`config.mk`:
```
export PLATFORM = sky130hd
export DESIGN_NAME = sha1_message_digest
export DESIGN_NICKNAME = d
export VERILOG_FILES = /design/src/rtl/core/sha1md_pkg.sv /design/src/rtl/core/sha1md_sched.sv /design/src/rtl/core/sha1md_round.sv /design/src/rtl/core/sha1_message_digest.sv
export SDC_FILE = /design/constraint.sdc
export NUM_CORES = 2
export LEC_CHECK = 0
export ABC_AREA = 1
export BUFFER_PORTS_ARGS = -buffer_cell sky130_fd_sc_hd__buf_4
export CAP_MARGIN = 20
export CORE_ASPECT_RATIO = 1.25
export CORE_UTILIZATION = 50
export CTS_CLUSTER_SIZE = 12
export DETAILED_ROUTE_END_ITERATION = 16
export MAX_ROUTING_LAYER = met4
export PLACE_DENSITY = 0.68
export RECOVER_POWER = 25
export SLEW_MARGIN = 20
export SYNTH_ARGS = -nofsm -noshare
export SYNTH_HDL_FRONTEND = slang
export SYNTH_SLANG_ARGS = --single-unit
```
`constraint.sdc`:
```
create_clock -name clk -period 15.5 [get_ports clk]
set_clock_uncertainty 0.2 [all_clocks]
set_input_delay 3.1 -clock clk [delete_from_list [all_inputs] [get_ports clk]]
set_output_delay 3.1 -clock clk [all_outputs]
set_load 0.005 [all_outputs]
```
`src/rtl/core/sha1md_pkg.sv`:
```
// shared types and constants for the sha-1 digest block
// no dependencies; imported by every module under rtl/core
`default_nettype none

package sha1md_pkg;

  typedef logic [31:0] word_t;
  typedef logic [4:0][31:0] chain_t;

  // initial hash values, word 0 in the lowest slice
  localparam chain_t H_INIT = {32'hc3d2e1f0, 32'h10325476, 32'h98badcfe,
                               32'hefcdab89, 32'h67452301};

  // round constants, one per group of twenty rounds
  localparam logic [3:0][31:0] ROUND_K = {32'hca62c1d6, 32'h8f1bbcdc,
                                          32'h6ed9eba1, 32'h5a827999};

  localparam logic [7:0] PAD_BYTE   = 8'h80;
  localparam logic [5:0] LAST_POS   = 6'd63;
  localparam logic [5:0] LEN_POS    = 6'd56;
  localparam logic [6:0] LAST_ROUND = 7'd79;
  localparam logic [2:0] LAST_IDX   = 3'd4;

  typedef struct packed {
    logic       byte_en;
    logic       round_en;
    logic [7:0] data;
  } sched_ctrl_t;

  typedef struct packed {
    logic       load;
    logic       step;
    logic [1:0] phase;
  } round_ctrl_t;

endpackage

`default_nettype wire

```
`src/rtl/core/sha1md_sched.sv`:
```
// message block buffer and schedule window in one 512-bit shift register
// bytes shift in eight bits at a time; during rounds it shifts a word and appends w[t+16]
// depends on sha1md_pkg
`default_nettype none

module sha1md_sched (
  input  wire logic                     clk,
  input  wire sha1md_pkg::sched_ctrl_t  ctrl,
  output      sha1md_pkg::word_t        w_top
);
  import sha1md_pkg::*;

  logic [511:0] win_r;
  logic [511:0] win_nxt;
  word_t        mix;
  word_t        w_new;

  // word j of the window sits at bits [511-32j -: 32] and holds w[t+j]
  assign w_top = win_r[511:480];
  assign mix   = win_r[95:64] ^ win_r[255:224] ^ win_r[447:416] ^ win_r[511:480];
  assign w_new = {mix[30:0], mix[31]};

  always_comb begin
    win_nxt = win_r;
    if (ctrl.byte_en) begin
      win_nxt = {win_r[503:0], ctrl.data};
    end else if (ctrl.round_en) begin
      win_nxt = {win_r[479:0], w_new};
    end
  end

  always_ff @(posedge clk) begin
    win_r <= win_nxt;
  end

endmodule

`default_nettype wire

```
`src/rtl/core/sha1md_round.sv`:
```
// sha-1 round unit: working variables a..e and one round per step
// depends on sha1md_pkg
`default_nettype none

module sha1md_round (
  input  wire logic                     clk,
  input  wire sha1md_pkg::round_ctrl_t  ctrl,
  input  wire sha1md_pkg::chain_t       chain,
  input  wire sha1md_pkg::word_t        w,
  output      sha1md_pkg::chain_t       vars
);
  import sha1md_pkg::*;

  chain_t vars_r;
  chain_t vars_nxt;
  word_t  a, b, c, d, e;
  word_t  f;
  word_t  tmp;

  assign a = vars_r[0];
  assign b = vars_r[1];
  assign c = vars_r[2];
  assign d = vars_r[3];
  assign e = vars_r[4];
  assign vars = vars_r;

  always_comb begin
    case (ctrl.phase)
      2'd0:    f = (b & c) | (~b & d);
      2'd2:    f = (b & c) | (b & d) | (c & d);
      default: f = b ^ c ^ d;
    endcase
  end

  assign tmp = {a[26:0], a[31:27]} + f + e + ROUND_K[ctrl.phase] + w;

  always_comb begin
    vars_nxt = vars_r;
    if (ctrl.load) begin
      vars_nxt = chain;
    end else if (ctrl.step) begin
      vars_nxt = {d, c, {b[1:0], b[31:2]}, a, tmp};
    end
  end

  always_ff @(posedge clk) begin
    vars_r <= vars_nxt;
  end

endmodule

`default_nettype wire

```
`src/rtl/core/sha1_message_digest.sv`:
```
// sha-1 digest over a byte stream, five 32-bit digest words out per message
// depends on sha1md_pkg, sha1md_sched and sha1md_round
`default_nettype none

// A message byte is taken whenever in_tready is high. Each 64th byte starts
// a compression that holds in_tready low: 80 rounds through the single round
// unit, one round per cycle, and then the add state that folds the result
// into the chain. The word that ends a message then runs padding byte by
// byte through the block buffer: the 0x80 byte, zero bytes up to byte 56 of
// the block and the eight length bytes, with one compression, or two when
// fewer than nine bytes were left in the block. The five digest words then
// appear, word 0 first, one per accepted output cycle; the last carries
// out_tlast and the block then returns to its initial hash values for the
// next message.

module sha1_message_digest (
  input  wire logic        clk,
  input  wire logic        rst_n,
  input  wire logic        in_tvalid,
  output      logic        in_tready,
  input  wire logic [7:0]  in_tdata,   // msg_byte
  input  wire logic        in_tuser,   // byte_valid
  input  wire logic        in_tlast,   // end_of_message
  output      logic        out_tvalid,
  input  wire logic        out_tready,
  output      logic [31:0] out_tdata,  // digest_word
  output      logic [2:0]  out_tuser,  // word_index
  output      logic        out_tlast   // last_word
);
  import sha1md_pkg::*;

  localparam logic [2:0] ST_IDLE   = 3'd0;
  localparam logic [2:0] ST_PAD80  = 3'd1;
  localparam logic [2:0] ST_PADZ   = 3'd2;
  localparam logic [2:0] ST_PADLEN = 3'd3;
  localparam logic [2:0] ST_ROUND  = 3'd4;
  localparam logic [2:0] ST_ADD    = 3'd5;
  localparam logic [2:0] ST_OUT    = 3'd6;

  logic [2:0]  state_r, state_nxt;
  logic [2:0]  ret_r, ret_nxt;
  logic [5:0]  pos_r, pos_nxt;
  logic [6:0]  rnd_r, rnd_nxt;
  logic [60:0] count_r, count_nxt;
  logic [63:0] len_r, len_nxt;
  logic [2:0]  idx_r, idx_nxt;
  chain_t      chain_r, chain_nxt;
  chain_t      vars;
  word_t       w_top;
  sched_ctrl_t sc;
  round_ctrl_t rc;
  logic [2:0]  after_st;

  sha1md_sched u_sched (
    .clk   (clk),
    .ctrl  (sc),
    .w_top (w_top)
  );

  sha1md_round u_round (
    .clk   (clk),
    .ctrl  (rc),
    .chain (chain_r),
    .w     (w_top),
    .vars  (vars)
  );

  assign in_tready  = (state_r == ST_IDLE);
  assign out_tvalid = (state_r == ST_OUT);
  assign out_tdata  = chain_r[idx_r];
  assign out_tuser  = idx_r;
  assign out_tlast  = (idx_r == LAST_IDX);

  always_comb begin
    state_nxt   = state_r;
    ret_nxt     = ret_r;
    pos_nxt     = pos_r;
    rnd_nxt     = rnd_r;
    count_nxt   = count_r;
    len_nxt     = len_r;
    idx_nxt     = idx_r;
    chain_nxt   = chain_r;
    after_st    = ST_IDLE;
    sc.byte_en  = 1'b0;
    sc.round_en = 1'b0;
    sc.data     = in_tdata;
    rc.load     = 1'b0;
    rc.step     = 1'b0;
    if (rnd_r < 7'd20) begin
      rc.phase = 2'd0;
    end else if (rnd_r < 7'd40) begin
      rc.phase = 2'd1;
    end else if (rnd_r < 7'd60) begin
      rc.phase = 2'd2;
    end else begin
      rc.phase = 2'd3;
    end

    unique case (state_r)
      ST_IDLE: begin
        if (in_tvalid) begin
          after_st = in_tlast ? ST_PAD80 : ST_IDLE;
          if (in_tuser) begin
            sc.byte_en = 1'b1;
            pos_nxt    = pos_r + 6'd1;
            count_nxt  = count_r + 61'd1;
          end
          if (in_tuser && pos_r == LAST_POS) begin
            state_nxt = ST_ROUND;
            ret_nxt   = after_st;
            rc.load   = 1'b1;
            rnd_nxt   = '0;
          end else begin
            state_nxt = after_st;
          end
        end
      end
      ST_PAD80: begin
        len_nxt    = {count_r, 3'b000};
        sc.byte_en = 1'b1;
        sc.data    = PAD_BYTE;
        pos_nxt    = pos_r + 6'd1;
        state_nxt  = ST_PADZ;
        if (pos_r == LAST_POS) begin
          state_nxt = ST_ROUND;
          ret_nxt   = ST_PADZ;
          rc.load   = 1'b1;
          rnd_nxt   = '0;
        end
      end
      ST_PADZ: begin
        if (pos_r == LEN_POS) begin
          state_nxt = ST_PADLEN;
        end else begin
          sc.byte_en = 1'b1;
          sc.data    = 8'h00;
          pos_nxt    = pos_r + 6'd1;
          if (pos_r == LAST_POS) begin
            state_nxt = ST_ROUND;
            ret_nxt   = ST_PADZ;
            rc.load   = 1'b1;
            rnd_nxt   = '0;
          end
        end
      end
      ST_PADLEN: begin
        // bit length goes out high byte first
        sc.byte_en = 1'b1;
        sc.data    = len_r[63:56];
        len_nxt    = {len_r[55:0], 8'h00};
        pos_nxt    = pos_r + 6'd1;
        if (pos_r == LAST_POS) begin
          state_nxt = ST_ROUND;
          ret_nxt   = ST_OUT;
          rc.load   = 1'b1;
          rnd_nxt   = '0;
        end
      end
      ST_ROUND: begin
        rc.step     = 1'b1;
        sc.round_en = 1'b1;
        rnd_nxt     = rnd_r + 7'd1;
        if (rnd_r == LAST_ROUND) begin
          state_nxt = ST_ADD;
        end
      end
      ST_ADD: begin
        for (int i = 0; i < 5; i++) begin
          chain_nxt[i] = chain_r[i] + vars[i];
        end
        state_nxt = ret_r;
      end
      ST_OUT: begin
        if (out_tready) begin
          idx_nxt = idx_r + 3'd1;
          if (idx_r == LAST_IDX) begin
            idx_nxt   = '0;
            chain_nxt = H_INIT;
            count_nxt = '0;
            state_nxt = ST_IDLE;
          end
        end
      end
      default: begin
        state_nxt = ST_IDLE;
      end
    endcase
  end

  always_ff @(posedge clk) begin
    if (!rst_n) begin
      state_r <= ST_IDLE;
      ret_r   <= ST_IDLE;
      pos_r   <= '0;
      rnd_r   <= '0;
      count_r <= '0;
      idx_r   <= '0;
      chain_r <= H_INIT;
    end else begin
      state_r <= state_nxt;
      ret_r   <= ret_nxt;
      pos_r   <= pos_nxt;
      rnd_r   <= rnd_nxt;
      count_r <= count_nxt;
      idx_r   <= idx_nxt;
      chain_r <= chain_nxt;
    end
  end

  always_ff @(posedge clk) begin
    len_r <= len_nxt;
  end

endmodule

`default_nettype wire

```
Word level (Yosys, flattened, before mapping) --
Index checks and enable logic that the tools add are counted. Widths: inputs -> output; s select.
Word-level totals: bits in registers 979, input bits 14, output and inout bits 38, logic and storage cells 146
Operators by class: $add $sub $neg 13, $lt $le $gt $ge 5, equal/unequal tests 19, multiplexer cells 59, bitwise gates (word level) 13, reductions and logical operators 19
Operators by type and width (count):
- $mux 512 | 2
- $mux 160 | 4
- $pmux 160 s2 | 1
- $add 32x32->32 | 9
- $mux 61 | 4
- $xor 32x32->32 | 5
- $and 32x32->32 | 4
- $pmux 64 s2 | 1
- $pmux 61 s2 | 1
- $bmux 32 s3 | 1
- $or 32x32->32 | 3
- $bmux 32 s2 | 1
- $mux 32 | 2
- $pmux 32 s2 | 1
- $add 61x1->61 const B | 1
- $mux 3 | 14
- $not 32->32 | 1
- $mux 7 | 4
- $pmux 7 s4 | 1
- $pmux 8 s3 | 1
- $pmux 3 s7 | 1
- $mux 6 | 3
- $pmux 6 s3 | 1
- $lt 7x6->1 const B | 2
- 30 further kinds | 60

Logic depth before layout (Yosys ltp) --
word-level depth 12, gate-level depth with buffers 28, gate-level depth less buffers 27

By module --
From an unflattened synthesis, not the netlist that was laid out.
Unflattened totals: cells, all modules 8679, area total of the unflattened synthesis 63263.2 µm²
Modules (own cells, without submodules):
- sha1_message_digest | times used 1, cells an instance 4526, area an instance 26207.6 µm², seq. area each 6696.4 µm²
- sha1md_sched | times used 1, cells an instance 2557, area an instance 23892.9 µm², seq. area each 15374.7 µm²
- sha1md_round | times used 1, cells an instance 1596, area an instance 13162.6 µm², seq. area each 4804.6 µm²

Least setup slack after synthesis --
No wires, ideal clock.
path type input-to-reg, from in in_tuser, to reg u_sched.win_r[0], enable pin, library setup time 0.902 ns, data arrival time 14.814 ns, required time 14.398 ns, path slack -0.416 ns, stages 6, buffers on the path 2, cells stage by stage nand2_1 > nor3_2 > nor2_4 > buf_2 > buf_2 > nand2_1
On the way: cells in the longest elaborated chain, start to end 4
Ends and longest elaborated chain:
- start, declared | RTL line sha1_message_digest.sv:22 | input wire logic in_tuser,
- $mux 1 | RTL line sha1_message_digest.sv:103 | if (in_tuser) begin
- $mux 1 | RTL line sha1_message_digest.sv:101 | if (in_tvalid) begin
- $pmux 1 s3 | RTL line sha1_message_digest.sv:99 | unique case (state_r)
- $reduce_bool 2->1 (no source line)
- end signal, assigned | RTL line sha1md_sched.sv:33 | win_r <= win_nxt;
- end, declared | RTL line sha1md_sched.sv:13 | logic [511:0] win_r;
Every way passes these cells. A chain may end at the register's enable or synchronous reset.

==> results list <==
- Outcome: finished, violations left
* Failing checks: capacitance limit, slew limit
- Number of hold buffers added after cts: 0
- # Post-CTS Setup Buffers: 0
- Number of sinks driven by the clock tree: 976
- Tcrit/Tclk final: 66.4%
- The detail route stage leaves a number of antenna-violating nets equal to 0.
- Dominant cells by area after synthesis: sky130_fd_sc_hd__edfxtp_1 36%, sky130_fd_sc_hd__nand2_1 15%, sky130_fd_sc_hd__inv_1 8.0%
- Arrival time at the worst endpoint: 10.75 ns
- I/O Buffers: 51
- Placeable core region: 0.122 sq mm
* Setup TNS Final: 0 ns
- The number of global-route vias before repair is 50200.
* Source of the critical timing path: rst_n
* Maximum number of pins on one net before global-route repair: 269
- Fraction of layout instances using a drive strength above 1: 3.55%
* Post-synth EDFFs: 733
- Among all flip-flop cells after synthesis, the most frequent one is sky130_fd_sc_hd__edfxtp_1.
- For this run, the post-layout net count is 8298.
* Number of max-cap violations: 11
- VDD sags by at most 167 uV.
- Global-route wire length before repair: 307 mm
* Total number of vias: 53600
- Vias per cell: 5.56
- For the finished layout, the period the worst path requires is 10.30 ns.
- GPL Wtd Cong: 1.05
- Slew at the pin with the worst max-slew slack: 3.75 ns
- Syn Inst Count: 8048
- Per report_power, the sequential group accounts for 42.5% of the total.
- RSZ-0062 raised after global routing: false
- Setup violations remaining at the end of the flow were counted as 0.
- The analysis attributes to cell leakage a power of 29.9 nW.
- Hold/Removal Path Class: flop to flop
- Worst setup path endpoint: count_r[9]
- In this run the power density over the cells is 144 mW/mm^2.
- Share of total power in combinational logic: 31.2%
- STA classifies the critical path endpoint as a flop.
- Cell internal power was estimated by the tool at 6.07 mW.
* Largest area contributor in the netlist: sky130_fd_sc_hd__edfxtp_1
- For this run, the detailed router's first-pass iteration total came to 6.
- Across all register-to-register paths, the minimum setup slack is 5.62 ns.
- Root buffer cell: sky130_fd_sc_hd__clkbuf_16
- Count of yosys warnings during synthesis: 0
* Critical path class: input port to flop
- Mapped Avg Cell Area: 7.67 sq um
* Std-Cell Rows: 143
- Top-count cell post-synth: sky130_fd_sc_hd__nand2_1
* Residual DRC count: 0
* Post-CTS resize count: 0
- Initial drt markers: 5314
- Area added between synthesis and finish: 7.61%
- Clock-pin slew was measured on the worst setup and hold paths at 0.06 ns.
- In this run switching power makes up 36.3% of total power.
* Placed Instance Area: 0.0631 sq mm
- The endpoint identified for the worst register-to-register timing path is state_r[0].
- Wire length on met2: 94.5 mm
* Peak clock frequency supported by timing: 97.1 MHz
- The longest clock path from root to sink contains 3 buffers.
- The analysis attributes to net switching a power of 3.46 mW.
- Startpoint of the lowest-slack hold path: pos_r[4]
* Final Worst Setup Slack: 5.20 ns
- Summed over all nets, the half-perimeter wirelength after detailed placement is 154 mm.
* Worst-Skew Late Latency: 0.76 ns
- Die Width: 316 um
* Source of the worst register-to-register timing path: state_r[0]
- Maximum level of the CTS H-tree: 3
- I/O pin count: 52
- Highest routed metal layer: met4
* Global-route total usage across every layer: 33.9%
- In the synthesized netlist the async set-or-reset flop fraction comes to 0%.
- Summed over all layers, the global routing overflow is 0.
- In the final routed layout, each cell accounts on average for 21.5 um.
- Dpl ws: 8.29 ns
- Clock tree from TritonCTS: done
* Final number of hold-violating endpoints: 0
- Power Total: 9.53 mW
* Min Hold Slack: 0.283 ns
- In this run the worst path has a maximum fanout of 49.
- Summed over all nets, wire length on met3 after detailed routing comes to 14.3 mm.
- Most instantiated cells after synthesis: 2450 x sky130_fd_sc_hd__nand2_1, 1310 x sky130_fd_sc_hd__inv_1, 733 x sky130_fd_sc_hd__edfxtp_1
- For this block, wires on met1 add up to 85.4 mm.
- Starting density of the core: 50.6%
- From bottom edge to top edge, the die measures 395 um.
- Fraction of the yosys area taken by sequential cells: 43.6%
- The routed design has 208 mm of wire.
* Synthesized net count: 8384
* Worst endpoint required time: 15.95 ns
- R2R cell count: 11
* Rel. slew slack: -150%
- In this run, CTS created clock tree buffers numbering 105.
- Per report_power, the clock group accounts for 26.3% of the total.
- Combined area of all synthesized cells: 0.0617 sq mm
* Die footprint: 0.125 sq mm
* Top cell type's share of synthesized area: 35.7%
- STA classifies the critical path startpoint as an input port.
- Synthesis instantiated 54 different standard cells from the library.
- Flip-flop and latch count after synthesis: 976
* Final count of pins violating max slew: 616
- The number of antenna violations at the first check in global routing was 5.
* Post-route cell area: 0.0664 sq mm
through the flow:
step / utilization [%] / instances
finish: 54.4 / 9646
global route: 54.4 / 9646
CTS: 54.4 / 9641
detailed placement: 51.7 / 9449
global placement: 51.7 / 9449
floorplan: - / 8048
kinds of logic after synthesis:
kind of cell | synth area share (%)
and+or+nand+nor | 23.6
muxes | 0.0831
xor gates and xnor gates | 2.00
buffers and inverters | 10.4
adders and majority gates | 8.05
DFF | 43.6
AOI/OAI and AO/OA | 12.3
cell usage in the layout (no fill, tap or decap), drive strengths merged, types with 111 or more instances in the layout:
master,netlist,routed
inv,1322,1324
clkbuf,129,163
nand3,437,437
ha,197,197
nand4,111,111
o21ai,923,923
nand2,2456,2456
nor2,418,418
a21oi,372,372
edfxtp,733,733
dfxtp,243,243
fa,125,125
layout make-up:
type	count	area (sq um)
multi-input combinational	5466	28500
sequential	976	26900
inverter	1325	4990
fill	11700	55600
clock buffer	152	2930
tap	1595	2000
clock inverter	40	439
antenna	4	10.0
timing repair buffer	88	702
state kept, by name, summed over array words and instances (netlist names), 7 cells and up:
signal,count
len_r,61
u_sched.win_r,512
u_round.c,32
count_r,61
u_round.a,32
u_round.b,32
u_round.e,32
chain_r,160
u_round.d,32
rnd_r,7
how the worst min path moves through the flow:
stage / endpoint / slack (ns) / cells after the start
6_report: pos_r[4] / 0.28 / 1
5_1_grt: chain_r[144] / 0.31 / 2
4_1_cts: pos_r[4] / 0.28 / 1
3_5_place_dp: pos_r[4] / 0.27 / 1
3_3_place_gp: ret_r[0] / 0.26 / 2
2_1_floorplan: ret_r[0] / 0.23 / 2
power by group through the flow:
stage	Clock, mW	Sequential [mW]	Combinational, mW
floorplan	0	4.07	2.16
global placement	0	4.09	2.87
detailed placement	0	4.09	2.93
CTS	2.54	4.05	2.95
global route	2.63	4.11	3.34
finish	2.51	4.05	2.97
layer usage:
metal | global-route usage (%) | vias to the layer above
met1 | 42.9 | 25100
met2 | 52.2 | 2043
met4 | 19.2 | 0
met3 | 4.38 | 500
li1 | - | 25900
met5 | - | -
critical path, stage by stage:
cell and delay, ns:
sky130_fd_sc_hd__clkbuf_1 2.21, sky130_fd_sc_hd__clkinvlp_2 3.00, sky130_fd_sc_hd__nor2_2 1.32, sky130_fd_sc_hd__buf_4 0.41, sky130_fd_sc_hd__inv_1 0.30, sky130_fd_sc_hd__a211oi_1 0.31
(Power assumes the default switching activity.)
